===== src/hvd_fifo.sv =====
module hvd_fifo #(
  parameter int WIDTH = 8,
  parameter int DEPTH = 2
) (
  input  logic             clk,
  input  logic             rst,
  input  logic             wr_en,
  input  logic [WIDTH-1:0] wr_data,
  output logic             full,
  input  logic             rd_en,
  output logic [WIDTH-1:0] rd_data,
  output logic             not_empty
);
  localparam int AW = (DEPTH > 1) ? $clog2(DEPTH) : 1;

  logic [WIDTH-1:0]     mem [DEPTH];
  logic [AW-1:0]        wr_ptr;
  logic [AW-1:0]        rd_ptr;
  logic [$clog2(DEPTH+1)-1:0] count;

  assign full      = (count == ($clog2(DEPTH+1))'(DEPTH));
  assign not_empty = (count != '0);
  assign rd_data   = mem[rd_ptr];

  // Storage write.
  always_ff @(posedge clk) begin
    if (wr_en) begin
      mem[wr_ptr] <= wr_data;
    end
  end

  // Pointers and fill count.
  always_ff @(posedge clk) begin
    if (rst) begin
      wr_ptr <= '0;
      rd_ptr <= '0;
      count  <= '0;
    end else begin
      if (wr_en) begin
        wr_ptr <= (wr_ptr == AW'(DEPTH - 1)) ? '0 : wr_ptr + 1'b1;
      end
      if (rd_en) begin
        rd_ptr <= (rd_ptr == AW'(DEPTH - 1)) ? '0 : rd_ptr + 1'b1;
      end
      if (wr_en && !rd_en) begin
        count <= count + 1'b1;
      end else if (!wr_en && rd_en) begin
        count <= count - 1'b1;
      end
    end
  end
endmodule


===== config.mk =====
export PLATFORM = sky130hd
export DESIGN_NAME = hvd_fifo
export DESIGN_NICKNAME = d
export VERILOG_FILES = /design/src/hvd_fifo.sv
export SDC_FILE = /design/constraint.sdc
export NUM_CORES = 1
export LEC_CHECK = 0
export ABC_AREA = 0
export BUFFER_PORTS_ARGS = -buffer_cell sky130_fd_sc_hd__buf_4
export CAP_MARGIN = 10
export CORE_UTILIZATION = 35
export CTS_BUF_LIST = sky130_fd_sc_hd__clkbuf_16
export CTS_CLUSTER_SIZE = 24
export DETAILED_ROUTE_END_ITERATION = 10
export GPL_ROUTABILITY_DRIVEN = 0
export SLEW_MARGIN = 20
export SYNTH_ARGS = -nofsm -noshare
export SYNTH_HDL_FRONTEND = slang
export SYNTH_SLANG_ARGS = --single-unit
export TNS_END_PERCENT = 1

===== constraint.sdc =====
create_clock -name clk -period 1.3 [get_ports clk]
set_clock_uncertainty 0.05 [all_clocks]
set_input_delay 0.13 -clock clk [delete_from_list [all_inputs] [get_ports clk]]
set_output_delay 0.13 -clock clk [all_outputs]
set_load 0.01 [all_outputs]

# Yosys cells after proc, flatten, opt, wreduce, memory -nomap -nowiden
# Memory sizes are Yosys's and may differ from the RTL's. A register that Yosys moved wholly into a read port is not among the register bits.
# Index checks and enable logic that the tools add are counted.
word_totals:
  ramBits: 16
  n_memories: 1
  elab_cells: 23
  inputBits: 12
  output_inout_bits: 10
  ff_bits: 4
op_classes:
  n_eq_ne: 1
  add_sub_neg: 4
  reduce_logical: 6
  mux: 8
mem_list:
  columns: ["memory", "depth", "word_bits", "read_ports", "rd_ports_with_merged_regs", "wr", "line", "rtl"]
  rows:
  - ["mem", 2, 8, 1, 1, 1, "16", "logic [WIDTH-1:0] mem [DEPTH];"]
ops:
  columns: ["op", "count"]
  rows:
  - ["two-way mux 1 bit", 6]
  - ["two-way mux 2 bit", 2]
  - ["nonzero test 2 bit", 2]
  - ["adder 1 bit (second input constant)", 2]
  - ["adder 2 x 1 -> 2 bit (second input constant)", 1]
  - ["== test 2 bit (second input constant)", 1]
  - ["logical AND 1 bit", 2]
  - ["logical NOT 1 bit", 2]
  - ["subtractor 2 x 1 -> 2 bit (second input constant)", 1]

# Depth between registers and ports, before layout
depth:
  word_depth: 4
  depth_mapped: 5
  mapped_depth_nobuf: 5

# Least setup slack after synthesis
# Ideal clock, no wire load.
synth_path:
  path_kind: "register to register"
  startpoint: "reg wr_ptr"
  endpoint: "mem mem[0][0] (enable)"
  t_required_ps: 877
  arrival_time_ps: 715
  path_stages_with_launch: 2
  setup_time_ps: 373
  slack_ps: 162
  period_less_slack_ps: 1138
  path_buffers: 0
  path_cell_list: "dfxtp_1 -> nor2b_1"
synth_rtl:
  columns: ["element", "line", "rtl"]
  rows:
  - ["from (decl)", "17", "logic [AW-1:0] wr_ptr;"]
  - ["from (signal assigned)", "40", "wr_ptr <= (wr_ptr == AW'(DEPTH - 1)) ? '0 : wr_ptr + 1'b1;"]
  - ["to (decl)", "16", null]
# Straight into the memory's write port.

==> flow_summary.ini <==
[pwr]
power_frac_comb_pct = 16.5
p_int_mw = 1.36
switching_share_pct = 19.8
p_switching_mw = 0.335
vdd_drop_max_v = 0.00114
pwr-share-seq_pct = 47.1
clockPowerShare_pct = 36.4
p_per_area_nw_per_um2 = 1480
cellLeakagePower_nw = 0.480

[cts]
cts_sinks = 21
cts_tree = built
cts_max_level = 1
cts_root_buf = clkbuf_16
post-cts-setup-buffers = 0
cts-resized-gates = 17
clock_latency_ns = 0.25
clk_pin_slew_ns = 0.05
cts_buffer_depth = 2
cts_buffers = 3
postCtsHoldBufs = 0

[routing]
drtAntennaViolNets = 0
wirelength_microns = 1160
routed_via_density = 4.50
drt_first_pass_iters = 4
dr.first_iter.drc_count = 11
post_drt_wl_per_cell_microns = 11.4
via_count = 454
drcViolationCount = 0

[logic_synthesis]
synth-seq-cells = 21
synth_seq_area_share_pct = 73.9
syn_inst = 47
yosysWarnings = 0
avgSynthCellArea_sq_um = 16.7
synth_nets = 60
synth.cell_area_sq_um = 786
synth_cell_types = 16

[placement]
dp.cells = 97
dp_hpwl_microns = 815
port_buffers = 21

[worst_setup_path]
worstSetupPathType = flop to output port
slowest_stage = dfxtp_2
critPathArrivalTime_ns = 1.14
crit_chain = buf_12, mux2_4, buf_6
critPathTopFamily = flip-flops
start_kind = flop
critPathMaxFanout = 8
crit_required_ns = 1.12
cpPeakStageDelay_ns = 0.33
end_kind = output port
path_buf_inv = 2

[final_layout]
layout_commonest_cell = edfxtp_1
multi_input_area_sq_um = 226
fin_nets = 88
drive_gt1_share_pct = 51.4
final_core_util_pct = 56.2
area_growth_syn_to_layout_pct = 46.0
fillCellCount = 172
final_cell_mix = 16 x edfxtp_1, 15 x buf_4, 8 x mux2_4, 8 x buf_6
fin_cells = 101
seq_area_sq_um = 582
antenna_cells = 0

[sta]
worst_pin_slew_ns = 0.170
drv_slew = 0
max_freq_mhz = 759
rsz0062_at_grt = true
setup_ws_ns = -0.0182
period_minus_slack_ns = 1.32
finalSetupViolCount = 8
period_share_pct = 101
tns_ns = -0.115
hold_violations = 0
slew_headroom_pct = 88.6

[grt]
met2_usage_pct = 18.9
grt-busiest-layer = met2
grt_pass1_vias = 457
grt_usage_pct = 11.3
antenna_found_initial = 0
use_met1_pct = 12.9
met3_usage_pct = 5.30
grt_pass1_wl_microns = 2010
grt_overflow_total = 0
grt_max_degree = 12

[worst_hold_path]
hold_class = primary input to flop

[floorplanning]
die_y_microns = 49.4
die-area_sq_um = 2440
start_util_pct = 38.5
std_cell_rows = 16
pin_count = 22
core_area_sq_um = 2040
die_w_microns = 49.4

[job]
max-cap-violations = 0

[status]
status = finished with violations
violations = setup timing
-- layer usage --
metal | wire (microns) | share of wire, %
met5 | 0 | 0
met4 | 0 | 0
met3 | 80 | 6.9
met2 | 583 | 50
met1 | 492 | 43
-- power by group through the flow --
stage          sequential [mW]  clock, mW  combinational, mW
3_3_place_gp             0.809          0              0.237
2_1_floorplan            0.804          0              0.122
3_5_place_dp             0.811          0              0.241
4_1_cts                  0.799      0.634              0.284
6_report                 0.799      0.617              0.279
5_1_grt                  0.805      0.663              0.302
-- metrics by stage --
step	area [sq um]	power (mW)	hold slack (ns)	worst slack [ns]
after detailed placement	1010	1.05	0.268	0.0934
final	1150	1.70	0.0160	-0.0182
after floorplan	786	0.926	0.149	0.162
after global routing	1150	1.77	0.00784	-0.0505
after global placement	1010	1.05	0.266	0.138
after CTS	1150	1.72	0.0108	-0.0268
-- cell usage after synthesis (all sizes together) --
library cell	instances	area, sq um
inv	1	3.75
xor2	2	17.5
or3	1	6.26
or2	1	6.26
and2b	1	8.76
dfxtp	5	100
nor2b	1	6.26
nor2	4	15.0
mux2	8	90.1
and2	1	6.26
o21ai	1	5.00
buf	1	5.00
ha	1	12.5
a21oi	1	5.00
xnor2	2	17.5
edfxtp	16	480
-- path summary, 6_finish.rpt --
check	start	to	slack, ns	cells past startpoint
worst min register to register	count[1]$_SDFFE_PP0P_	count[1]$_SDFFE_PP0P_	0.44	2
worst min-delay path	wr_data[2]	mem[0][2]$_DFFE_PP_	0.02	1
worst max register to register	count[0]$_SDFFE_PP0P_	count[1]$_SDFFE_PP0P_	0.23	3
worst max-delay path	flop	rd_data[4]	-0.02	3
-- sequential cells by signal (all words and copies together), names as in the netlist, named ones only --
name and flops:
count 2, wr_ptr 1, mem 16, rd_ptr 1
-- layout make-up --
class / instances / area share (%)
Multi-Input combinational cell: 24 / 19.7
Tap cell: 27 / 2.94
Sequential cell: 21 / 50.7
Clock buffer: 3 / 6.54
Clock inverter: 1 / 0.327
Timing Repair Buffer: 24 / 19.4
Inverter: 1 / 0.327
-- cells by family after synthesis --
group                    share of synthesized area (%)
AO/OA/AOI/OAI                                     1.27
XOR/XNOR                                          4.46
adder cells (fa/ha/maj)                           1.59
buffers and inverters                             1.11
flip-flops                                        73.9
multiplexers                                      11.5
AND/OR/NAND/NOR                                   6.21
Note: power is estimated with default switching activity, not from simulation.
