<file path="src/hvd_pkg.sv">
package hvd_pkg;

  // Default fixed-point settings.
  localparam int ANGLE_FRAC_BITS_DEF = 16;
  localparam int DIST_FRAC_BITS_DEF  = 8;

  // Width of angle magnitudes in degrees. It covers 180 degrees with up to
  // 25 fraction bits.
  localparam int ANG_W = 34;

  // Q30 constants, the distance ceiling and the reset radius in km.
  localparam logic [24:0] DEG_TO_RAD_Q30 = 25'd18740330;
  localparam logic [30:0] HALF_PI_Q30    = 31'd1686629713;
  localparam logic [30:0] ONE_Q30        = 31'd1073741824;
  localparam logic [30:0] HALF_Q30       = 31'd536870912;
  localparam logic [25:0] DIST_MAX       = 26'd67108863;
  localparam logic [15:0] RADIUS_RESET   = 16'd6371;

  // Status codes.
  localparam logic [1:0] STAT_OK        = 2'd0;
  localparam logic [1:0] STAT_ORIG_BAD  = 2'd1;
  localparam logic [1:0] STAT_DEST_BAD  = 2'd2;

  // Taylor series of the sine: term k is divided by (2k)(2k+1).
  localparam int TAYLOR_TERMS = 8;
  localparam logic [8:0] TERM_DIV [1:8] = '{
    9'd6, 9'd20, 9'd42, 9'd72, 9'd110, 9'd156, 9'd210, 9'd272
  };
  // floor(2^32 / TERM_DIV[k]).
  localparam logic [29:0] TERM_RECIP [1:8] = '{
    30'd715827882, 30'd214748364, 30'd102261126, 30'd59652323,
    30'd39045157, 30'd27531841, 30'd20452225, 30'd15790320
  };

  // Pipeline depths.
  localparam int SIN_LAT     = 2 + 3 * TAYLOR_TERMS;
  localparam int SQRT_STEPS  = 31;
  localparam int ASIN_STEPS  = 30;
  localparam int BACK_STAGES = 1 + SIN_LAT + 2 + SQRT_STEPS
                             + ASIN_STEPS * (SIN_LAT + 1) + 3;

  // One classified item between the front and the back.
  typedef struct packed {
    logic [1:0]       status;
    logic [ANG_W-1:0] hdlat;   // |lat1 - lat2|, one extra fraction bit
    logic [ANG_W-1:0] hdlon;   // folded |lon1 - lon2|, one extra fraction bit
    logic [ANG_W-1:0] colat1;  // 90 - |lat1|
    logic [ANG_W-1:0] colat2;  // 90 - |lat2|
  } hvd_item_t;

  localparam int ITEM_W = $bits(hvd_item_t);

endpackage

</file>
<file path="src/hvd_front.sv">
module hvd_front #(
  parameter int ANGLE_FRAC_BITS = 16
) (
  input  logic               clk,
  input  logic               rst,
  input  logic               s_axis_tvalid,
  output logic               s_axis_tready,
  input  logic [103:0]       s_axis_tdata,
  output logic               item_valid,
  input  logic               item_taken,
  output hvd_pkg::hvd_item_t item
);
  import hvd_pkg::*;

  localparam logic [ANG_W-1:0] LAT_MAX  = ANG_W'(90) << ANGLE_FRAC_BITS;
  localparam logic [ANG_W-1:0] LON_MAX  = ANG_W'(180) << ANGLE_FRAC_BITS;
  localparam logic [ANG_W-1:0] HALF_MAX = ANG_W'(90) << (ANGLE_FRAC_BITS + 1);
  localparam logic [ANG_W-1:0] FULL_MAX = ANG_W'(180) << (ANGLE_FRAC_BITS + 1);

  logic signed [ANG_W-1:0] olat, olon, dlat, dlon, dif_lat, dif_lon;
  logic [ANG_W-1:0] olat_m, olon_m, dlat_m, dlon_m, hdlat, hdlon_raw;
  logic             orig_ok, dest_ok;
  hvd_item_t        item_next;

  function automatic logic [ANG_W-1:0] mag(input logic signed [ANG_W-1:0] v);
    mag = v[ANG_W-1] ? ANG_W'(-v) : ANG_W'(v);
  endfunction

  // Unpack and sign-extend the four coordinates.
  assign olat = ANG_W'($signed(s_axis_tdata[23:0]));
  assign olon = ANG_W'($signed(s_axis_tdata[48:24]));
  assign dlat = ANG_W'($signed(s_axis_tdata[72:49]));
  assign dlon = ANG_W'($signed(s_axis_tdata[97:73]));

  // Range check and half-angle differences.
  always_comb begin
    olat_m    = mag(olat);
    olon_m    = mag(olon);
    dlat_m    = mag(dlat);
    dlon_m    = mag(dlon);
    orig_ok   = (olat_m <= LAT_MAX) && (olon_m <= LON_MAX);
    dest_ok   = (dlat_m <= LAT_MAX) && (dlon_m <= LON_MAX);
    dif_lat   = olat - dlat;
    dif_lon   = olon - dlon;
    hdlat     = mag(dif_lat);
    hdlon_raw = mag(dif_lon);
    item_next.hdlat  = hdlat;
    item_next.hdlon  = (hdlon_raw > HALF_MAX) ? FULL_MAX - hdlon_raw : hdlon_raw;
    item_next.colat1 = LAT_MAX - olat_m;
    item_next.colat2 = LAT_MAX - dlat_m;
    priority if (!orig_ok) begin
      item_next.status = STAT_ORIG_BAD;
    end else if (!dest_ok) begin
      item_next.status = STAT_DEST_BAD;
    end else begin
      item_next.status = STAT_OK;
    end
  end

  assign s_axis_tready = !item_valid || item_taken;

  // Front register.
  always_ff @(posedge clk) begin
    if (s_axis_tvalid && s_axis_tready) begin
      item <= item_next;
    end
  end

  always_ff @(posedge clk) begin
    if (rst) begin
      item_valid <= 1'b0;
    end else if (s_axis_tvalid && s_axis_tready) begin
      item_valid <= 1'b1;
    end else if (item_taken) begin
      item_valid <= 1'b0;
    end
  end
endmodule

</file>
<file path="config.mk">
export PLATFORM = sky130hd
export DESIGN_NAME = hvd_front
export DESIGN_NICKNAME = d
export VERILOG_FILES = /design/src/hvd_pkg.sv /design/src/hvd_front.sv
export SDC_FILE = /design/constraint.sdc
export NUM_CORES = 1
export LEC_CHECK = 0
export ABC_CLOCK_PERIOD_IN_PS = 4500
export BUFFER_PORTS_ARGS = -buffer_cell sky130_fd_sc_hd__buf_2
export CORE_MARGIN = 5
export CORE_UTILIZATION = 41
export CTS_BUF_LIST = sky130_fd_sc_hd__clkbuf_4
export CTS_CLUSTER_DIAMETER = 200
export DETAILED_ROUTE_END_ITERATION = 12
export PLACE_DENSITY = 0.77
export SLEW_MARGIN = 20
export SYNTH_ARGS = -nofsm -noshare
export SYNTH_HDL_FRONTEND = slang
export SYNTH_SLANG_ARGS = --single-unit
</file>
<file path="constraint.sdc">
create_clock -name clk -period 4.5 [get_ports clk]
set_clock_uncertainty 0.1 [all_clocks]
set_input_delay 0.45 -clock clk [delete_from_list [all_inputs] [get_ports clk]]
set_output_delay 0.45 -clock clk [all_outputs]
set_load 0.05 [all_outputs]
</file>
# ---- Word-level counts from Yosys, hierarchy flattened
# Index checks and enable logic that the tools add are counted.
dict set report totals {
  word_cells 39
  regBits 139
}
dict set report op_classes {
  n_addsub 11
  order_cmp 5
  reduce_logical 6
  n_mux 10
}
# cell count
set ops {}
lappend ops {{34-bit 2-to-1 mux} 6}
lappend ops {{25-bit negator with 34-bit output} 3}
lappend ops {{34-bit by 23-bit <= comparator with 1-bit output, second input constant} 2}
lappend ops {{34-bit by 24-bit <= comparator with 1-bit output, second input constant} 2}
lappend ops {{24-bit negator with 34-bit output} 2}
lappend ops {{23-bit by 34-bit subtractor with 34-bit output, first input constant} 2}
lappend ops {{34-bit by 24-bit > comparator with 1-bit output, second input constant} 1}
lappend ops {{26-bit negator with 34-bit output} 1}
lappend ops {{25-bit by 34-bit subtractor with 34-bit output, first input constant} 1}
lappend ops {{33-bit 2-to-1 mux} 1}
lappend ops {{25-bit by 25-bit subtractor with 26-bit output} 1}
lappend ops {{24-bit by 24-bit subtractor with 25-bit output} 1}
lappend ops {{1-bit logical AND} 3}
lappend ops {{1-bit 2-to-1 mux} 2}
lappend ops {{2-bit 2-to-1 mux} 1}
lappend ops {{2-bit nonzero test} 1}
lappend ops {{1-bit logical NOT} 1}
lappend ops {{1-bit logical OR} 1}

# ---- Longest topological paths before layout
# Gate-level depths: netlist of run 1.
dict set report depth {
  depth_word 5
  depth_mapped 24
  depth_no_buf 17
}

# ---- Worst setup path before layout of run 1
# No wires, ideal clock.
dict set report synth_path {
  path_type {input-to-reg}
  start {input port s_axis_tdata[88]}
  end {register item[90] (netlist bit), data pin}
  path_slack_ns -0.436
  n_path_buf 7
  path_stages 24
  arrival_time_ns 4.579
  required_time_ns 4.144
  cell_sequence {inv_1 -> ha_1 -> clkbuf_1 -> nand2_1 -> nor3_1 -> o2111ai_1 -> a21oi_1 -> or2_1 -> clkbuf_1 -> buf_2 -> buf_2 -> buf_1 -> nand2_1 -> o21ai_0 -> ha_1 -> nand4_1 -> a211oi_2 -> nand4_1 -> a41oi_2 -> and2_1 -> buf_6 -> buf_6 -> nor2_1 -> o22a_1}
}
# item line
set synth_lines {}
lappend synth_lines {{start, declared} hvd_front.sv:8} ;# input logic [103:0] s_axis_tdata,
lappend synth_lines {{end signal, assigned} hvd_front.sv:65} ;# item <= item_next;
lappend synth_lines {{end, declared} hvd_front.sv:11} ;# output hvd_pkg::hvd_item_t item

# ---- Worst setup path in the final report of run 1
dict set report layout_path {
  start {input port s_axis_tdata[0]}
  end {register item[122] (netlist bit), data pin}
}
dict set report layout_via {
  elab_chain_cells 3
}
# item line
set layout_lines {}
lappend layout_lines {{24-bit by 24-bit subtractor with 25-bit output *} hvd_front.sv:43} ;# dif_lat = olat - dlat;
lappend layout_lines {{25-bit negator with 34-bit output} hvd_front.sv:26} ;# mag = v[ANG_W-1] ? ANG_W'(-v) : ANG_W'(v);
lappend layout_lines {{33-bit 2-to-1 mux *} hvd_front.sv:26}
lappend layout_lines {{net hdlat[20]} hvd_front.sv:21} ;# logic [ANG_W-1:0] olat_m, olon_m, dlat_m, dlon_m, hdlat, hdlon_raw;
# The timed path passes the listed nets; every way through them passes the cells marked *.
# A chain may end at the register's enable or synchronous reset.

==> flow_metrics.env, run 1 <==
export IMPL_drtIter0Drc=1065
export IMPL_dr_pass1_iters=6
export IMPL_synth_compound_area_share_pct=21.89
export IMPL_synth_top_family_by_area="compound AO/OA/AOI/OAI gates"
export IMPL_postSynthAreaPerCell_um2=8.649
export IMPL_cts_buffer_depth=2
export IMPL_r2r_cells=3
export IMPL_hold_depth=2
export IMPL_critPathArrivalTime_ns=4.46
export IMPL_stdcell_count=2304
export IMPL_hold_viol_final=0
export IMPL_hold_end="item[10]"
export IMPL_synth_warnings=0
export IMPL_status="completed"
export IMPL_cp_slowest_cell="dlygate4sd3_1"
export IMPL_cts_sinks=139
export IMPL_cp_cell_sequence="dlygate4sd3_1 > buf_2 > inv_1 > ha_1 > inv_1 > fa_1 > a21o_1 > a21oi_2 > nor2_1 > o31a_1 > o21a_1 > nor2_1 > a21oi_1 > o22a_1 > nor3_2 > nand3_1 > or3_4 > o41ai_2 > xnor2_1"
export IMPL_vias=12970
export IMPL_setup_tns_final_ns=0
export IMPL_cp_num_buf_inv=4
export IMPL_synth_main_ff_cell="edfxtp_1"
export IMPL_grt_pass1_vias=12380
export IMPL_synth_simple_area_share_pct=20.29
export IMPL_routabilityCongestion=0.9146
export IMPL_synth_async_sr_flop_share_pct=0
export IMPL_multi_input_area_um2=8182
export IMPL_min_period_ns=4.257
export IMPL_grt_pass1_wl_um=62400
export IMPL_finalCritPeriodShare_pct=94.59
export IMPL_ant_nets=0
export IMPL_postCtsSetupRepairBufs=0
export IMPL_fill_cells=2894
export IMPL_path_clk_slew_ns=0.13
export IMPL_r2r_start="item_valid"
export IMPL_synthXorXnorAreaFrac_pct=13.83
export IMPL_max_stage_delay_ns=0.53
export IMPL_seq_area_frac_synth_pct=32.51
export IMPL_setup_violations=0
export IMPL_die_y_um=186.8
export IMPL_power_leakage_nw=6.612
export IMPL_muxShareOfSynthArea_pct=1.153
export IMPL_tritoncts="built"
export IMPL_max_freq_mhz=234.9
export IMPL_syn_to_final_growth_pct=26.07
export IMPL_yosys_cell_types_count=96
export IMPL_viasPerCell=5.631
export IMPL_drive_above_1_share_pct=27.92
export IMPL_grt_max_degree=65
export IMPL_crit_fanout=6
export IMPL_syn_inst=1481
export IMPL_max_vdd_ir_drop_uv=272.3
export IMPL_insertion_delay_ns=0.55
export IMPL_routedWlPerCell_um=17.09
export IMPL_slew_viol_final=0
export IMPL_p_per_area_nw_per_um2=346.9
export IMPL_grt_use_total_pct=21.39
export IMPL_worstSetupPathType="primary input to flip-flop"
export IMPL_io_pins=248
export IMPL_min_delay_start="s_axis_tdata[59]"
export IMPL_synth_fa_ha_area_share_pct=5.881
export IMPL_initial_core_util_pct=41.65
export IMPL_cp_top_family="compound AO/OA/AOI/OAI gates"
export IMPL_startpoint_type="primary input"
export IMPL_dpl_cell_count=2262
export IMPL_synth_edf_count=138
export IMPL_nNetsFinal=2056
export IMPL_r2r_end="item[22]"
export IMPL_tightest_slew_ns=0.8504
export IMPL_cts_root_buf="clkbuf_4"
export IMPL_syn_area_um2=12810
export IMPL_overflow=0
export IMPL_maxCapViolations=0
export IMPL_std_cell_rows=64
export IMPL_cts_made_buffers=17
export IMPL_coreArea_um2=30750
export IMPL_htree_num_levels=4
export IMPL_remaining_drc_errors=0
export IMPL_register_area_um2=4164
export IMPL_ys_ff_latch=139
export IMPL_die_w_um=186.8
export IMPL_die_area_um2=34880
export IMPL_drt_wl_total_um=39380
export IMPL_portBuffers=241
export IMPL_worstSetupEndpointType="flip-flop"
export IMPL_antenna_found_initial=7
export IMPL_slew_headroom_pct=43.31
export IMPL_hold_class="primary input to flip-flop"
export IMPL_crit_required_ns=4.70
export IMPL_hpwl_um=32090
export IMPL_reg2reg_setup_slack_ns=2.30
-- through the flow --
step / hold WS, ns / power, mW / worst slack [ns] / instance area (um2) / utilization, %
floorplan: 0.4191 / 3.884 / -0.01162 / 12880 / -
CTS: 0.08209 / 5.605 / 0.04911 / 16090 / 52.32
finish: 0.1337 / 5.602 / 0.2433 / 16150 / 52.51
detailed placement: 0.4277 / 4.799 / -0.2852 / 15790 / 51.34
global route: 0.1146 / 5.900 / -0.02702 / 16150 / 52.51
global placement: 0.3969 / 4.718 / -0.1232 / 15790 / 51.34
-- area by class of cell --
class	instances	share of cell area [%]
timing repair buffer	441	16.91
antenna	6	0.09298
clock inverter	13	0.7361
multi-input combinational	1210	50.67
inverter	80	1.860
sequential	139	25.79
clock buffer	19	0.8833
tap	396	3.068
-- synthesized netlist by cell type, types with 7 or more instances --
library cell | count | share of area [%]
inv_1 | 79 | 2.3
a211oi_1 | 11 | 0.64
o21ai_0 | 91 | 3.6
clkbuf_1 | 38 | 1.1
a211o_1 | 8 | 0.55
nand4_1 | 24 | 1.2
a31oi_1 | 22 | 1.1
o41ai_1 | 9 | 0.62
o31ai_1 | 24 | 1.4
o2111ai_1 | 8 | 0.55
a21o_1 | 10 | 0.59
nor2_1 | 123 | 3.6
xnor2_1 | 140 | 9.6
ha_1 | 57 | 5.6
o21ai_1 | 15 | 0.59
or2_2 | 7 | 0.34
or3_1 | 22 | 1.1
o21a_1 | 29 | 1.7
o22ai_1 | 9 | 0.44
nand2b_1 | 12 | 0.59
nor2b_1 | 12 | 0.59
xor2_1 | 53 | 3.6
or4_1 | 10 | 0.59
a21oi_1 | 90 | 3.5
mux2i_1 | 10 | 0.78
nor4_1 | 28 | 1.4
buf_2 | 14 | 0.55
edfxtp_1 | 138 | 32
and2_1 | 10 | 0.49
and3_1 | 12 | 0.59
nand2_1 | 134 | 3.9
o211ai_1 | 7 | 0.41
nor3_1 | 53 | 2.1
nand3_1 | 42 | 1.6
-- timing repair --
| action | 4_1_cts | 5_1_grt |
|---|---|---|
| endpoints found under the hold margin | 3 | 0 |
| hold buffers | 4 | 0 |
| setup endpoints to repair | 0 | 24 |
| resized for setup | 0 | 8 |
-- cell usage in the layout, fill, tap and decap left out, types with 7 or more instances in the layout --
master and n:
or4_1 10, or2_2 7, o41ai_1 7, mux2i_1 10, a31oi_1 21, o22ai_1 9
a211oi_1 11, buf_2 241, nor2b_1 12, edfxtp_1 138, xor2_1 52, o21a_1 29
nand2b_1 12, a21o_1 10, nand2_1 134, nand4_1 24, a21oi_1 87, o21ai_1 16
o211ai_1 7, clkbuf_4 19, buf_4 195, and2_1 9, inv_1 79, nor4_1 28
o31ai_1 24, nor3_1 51, or3_1 21, conb_1 9, o21ai_0 89, a211o_1 8
nor2_1 123, nand3_1 42, xnor2_1 140, ha_1 56, and3_1 12, o2111ai_1 8
-- cell families after synthesis --
family	count (synthesis)
AO/OA/AOI/OAI	411
XOR/XNOR	198
adder cells (fa/ha/maj)	59
buffers and inverters	140
flip-flops	139
multiplexers	14
other	1
AND/OR/NAND/NOR	519
-- worst max-delay path by stage --
stage                                 from   endpoint  slack, ns  cells past startpoint
after floorplan           s_axis_tdata[83]   item[90]      -0.01                     23
after global placement    s_axis_tdata[24]   item[73]      -0.12                     18
after detailed placement  s_axis_tdata[24]   item[73]      -0.29                     18
after CTS                  s_axis_tdata[0]  item[122]       0.05                     19
after global routing       s_axis_tdata[0]  item[111]      -0.03                     19
final                      s_axis_tdata[0]  item[122]       0.24                     19
-- state kept, by name, summed over array words and instances (netlist names) --
signal      count
item          138
item_valid      1
-- power breakdown --
part           switching [mW]  internal [mW]  leakage [nW]
Sequential             0.0599           1.74          1.35
Combinational            1.95           1.05          5.12
Clock                   0.516          0.288         0.135
-- metal layers --
| metal | routed length (um) | GRT usage, % | vias to the layer above |
|---|---|---|---|
| li1 | - | - | 6294 |
| met1 | 16520 | 27.71 | 6089 |
| met2 | 18700 | 35.87 | 515 |
| met3 | 3074 | 4.466 | 72 |
| met4 | 1048 | 6.997 | 4 |
| met5 | 34 | 0 | - |
(Power assumes the default switching activity.)
==> run 2, diff against run 1 <==
ABC_AREA = 1   (was not set)
CORE_UTILIZATION = 36   (was 41)
PLACE_DENSITY = 0.7   (was 0.77)
REMOVE_ABC_BUFFERS = 1   (was not set)
==> run 2 against run 1 <==
Net effect:
- sequential share of layout area is 0.94 points higher
- synthesized cell count is 31% higher
- wire length shrank 0.77%
- die area up 18%
- largest cell class unchanged
- utilization is 10 points lower
- first-iteration DRC count decreased by 14%
- critical path type unchanged
- hold slack better by 0.079 ns
==> flow_metrics.env, run 2 <==
export IMPL_status="completed"
export IMPL_routedWlPerCell_um=14.53
export IMPL_grt_pass1_wl_um=62240
export IMPL_synth_main_ff_cell="edfxtp_1"
export IMPL_syn_area_um2=13390
export IMPL_synth_common_cells="nand2_1 (551), inv_1 (274), nor2_1 (215)"
export IMPL_grt_max_degree=86
export IMPL_ys_ff_latch=139
export IMPL_timing_hold_ws_ns=0.2128
export IMPL_syn_to_final_growth_pct=16.32
export IMPL_startpoint_type="primary input"
export IMPL_setup_violations=0
export IMPL_worstSetupPathType="primary input to flip-flop"
export IMPL_setup_tns_final_ns=0
export IMPL_fin_area_um2=15580
export IMPL_routabilityCongestion=0.9314
export IMPL_maxCapViolations=0
export IMPL_yosysMostFrequentCell="nand2_1"
export IMPL_synth_edf_count=138
export IMPL_viasPerCell=4.937
export IMPL_crit_required_ns=4.82
export IMPL_nNetsFinal=2374
export IMPL_regMostFlops="item"
export IMPL_register_area_um2=4164
export IMPL_hpwl_um=32300
export IMPL_io_pins=248
export IMPL_cts_sinks=139
export IMPL_dr_pass1_iters=5
export IMPL_overflow=0
export IMPL_grt_util_met3_pct=3.434
export IMPL_cts_buffer_depth=2
export IMPL_tritoncts="built"
export IMPL_grt_use_total_pct=18.49
export IMPL_max_vdd_ir_drop_uv=312.6
export IMPL_remaining_drc_errors=0
export IMPL_synth_fa_ha_area_share_pct=5.624
export IMPL_final_cell_mix="nand2_1 (551), inv_1 (274), buf_2 (241)"
export IMPL_worstSetupEndpointType="flip-flop"
export IMPL_synth_top_family_by_area="simple AND/OR/NAND/NOR gates"
export IMPL_synth_top_cell_area_share_pct=30.94
export IMPL_crit_top_cell="nand3_1"
export IMPL_coreArea_um2=36700
export IMPL_fill_cells=3800
export IMPL_final_common_cell="nand2_1"
export IMPL_use_met1_pct=22.22
export IMPL_insertion_delay_ns=0.57
export IMPL_hold_viol_final=0
export IMPL_grt_met2_usage_pct=33.09
export IMPL_hold_depth=3
export IMPL_vias=13280
export IMPL_drtIter0Drc=911
export IMPL_min_period_ns=3.862
export IMPL_placed_area_um2=15230
export IMPL_largest_reg_flops=138
export IMPL_fin_util_pct=42.45
export IMPL_grt_pass1_vias=12640
export IMPL_seq_area_frac_synth_pct=31.09
export IMPL_cts_root_buf="clkbuf_4"
export IMPL_drt_wl_total_um=39080
export IMPL_critPathArrivalTime_ns=4.18
export IMPL_synth_async_sr_flop_share_pct=0
export IMPL_ant_nets=0
export IMPL_top_usage_layer="met2"
export IMPL_crit_fanout=5
export IMPL_std_cell_rows=70
export IMPL_synth_compound_area_share_pct=7.856
export IMPL_initial_core_util_pct=36.50
export IMPL_tightest_slew_ns=0.8770
export IMPL_max_stage_delay_ns=0.55
export IMPL_hold_class="primary input to flip-flop"
export IMPL_finalCritPeriodShare_pct=85.82
export IMPL_slew_viol_final=0
export IMPL_multi_input_area_um2=8050
export IMPL_htree_num_levels=4
export IMPL_path_clk_slew_ns=0.13
export IMPL_reg_top3="item: 138 flops, item_valid: 1 flops"
export IMPL_die_y_um=202.9
export IMPL_yosys_area_top_type="edfxtp_1"
export IMPL_muxShareOfSynthArea_pct=0
export IMPL_cp_slowest_cell="dlygate4sd3_1"
export IMPL_power_leakage_nw=7.713
export IMPL_synth_warnings=0
export IMPL_synthTopCellsByArea="edfxtp_1 (31%), nand2_1 (15%), xor2_1 (9.3%)"
export IMPL_yosys_cell_types_count=56
export IMPL_postCtsSetupRepairBufs=0
export IMPL_r2r_cells=2
export IMPL_syn_inst=1940
export IMPL_rsz0062_at_grt="no"
export IMPL_cts_made_buffers=17
export IMPL_max_freq_mhz=259.0
export IMPL_ctsResizeCount=0
export IMPL_portBuffers=241
export IMPL_die_w_um=202.9
export IMPL_postSynthAreaPerCell_um2=6.904
export IMPL_antenna_found_initial=2
export IMPL_slew_headroom_pct=41.40
export IMPL_synthXorXnorAreaFrac_pct=11.43
export IMPL_synth_simple_area_share_pct=34.85
export IMPL_cp_cell_sequence="dlygate4sd3_1 > buf_2 > inv_1 > ha_1 > inv_1 > fa_1 > nand3_1 > nand2_1 > xor2_1 > nand3_1 > nor3_1 > nand3_1 > nor2_1 > nand3_1 > nor2_1 > nand2_1 > o21ai_0 > xor2_1"
export IMPL_p_per_area_nw_per_um2=347.0
export IMPL_drive_above_1_share_pct=16.98
export IMPL_die_area_um2=41160
run 2: cell count changes in the layout (fill, tap and decap cells not counted), sizes merged, moves of 87 or more:
cell	delta
xor2	+87
buf	-184
xnor2	-111
nand2	+442
inv	+213
nand3	+92
nor2	+108
run 2: worst paths after layout:
check	slack, ns	startpoint	endpoint
setup / recovery	0.64	s_axis_tdata[0]	item[123]
hold / removal	0.21	s_axis_tdata[52]	item[3]
setup reg to reg	2.46	item_valid	item[92]
hold reg to reg	0.70	item_valid	item[113]
run 2: final cells by class:
type	instances	share of cell area, %
multi-input combinational	1497	51.67
timing repair buffer	257	8.738
antenna	2	0.03212
tap	468	3.758
clock inverter	14	1.084
clock buffer	18	0.8673
inverter	295	7.123
sequential	139	26.73
run 2: layer usage:
metal  vias up  share of wire, %
met1      5942                42
met4         0               3.0
met5         -                 0
met2       471                49
li1       6802                 -
met3        65               6.5
run 2: through the flow:
stage,setup slack (ns),std cells,power [mW]
2_1_floorplan,-3.509,1931,3.836
3_3_place_gp,0.4047,2652,4.487
3_5_place_dp,0.2659,2652,4.522
4_1_cts,0.7750,2688,5.450
5_1_grt,0.3313,2690,5.793
6_report,0.6382,2690,5.406
run 2: repair_timing:
action,CTS,global route
setup endpoints to repair,0,0
endpoints found under the hold margin,3,0
hold buffers,4,0
run 2: cell families after synthesis:
group	Yosys count
AND/OR/NAND/NOR	1069
buffers and inverters	312
flip-flops	139
other	1
adder cells (fa/ha/maj)	59
AO/OA/AOI/OAI	186
XOR/XNOR	174
run 2: critical path, delay by kind of cell:
kind,cells,cell delay [ns]
and+or+nand+nor,9,1.45
buffers and inverters,4,0.91
adders and majority gates,2,0.62
xor gates and xnor gates,2,0.55
AOI/OAI and AO/OA,1,0.20
run 2: where the power goes:
part           internal, mW  switching, mW
logic                 0.726           2.01
clock network         0.393          0.510
registers              1.71         0.0556
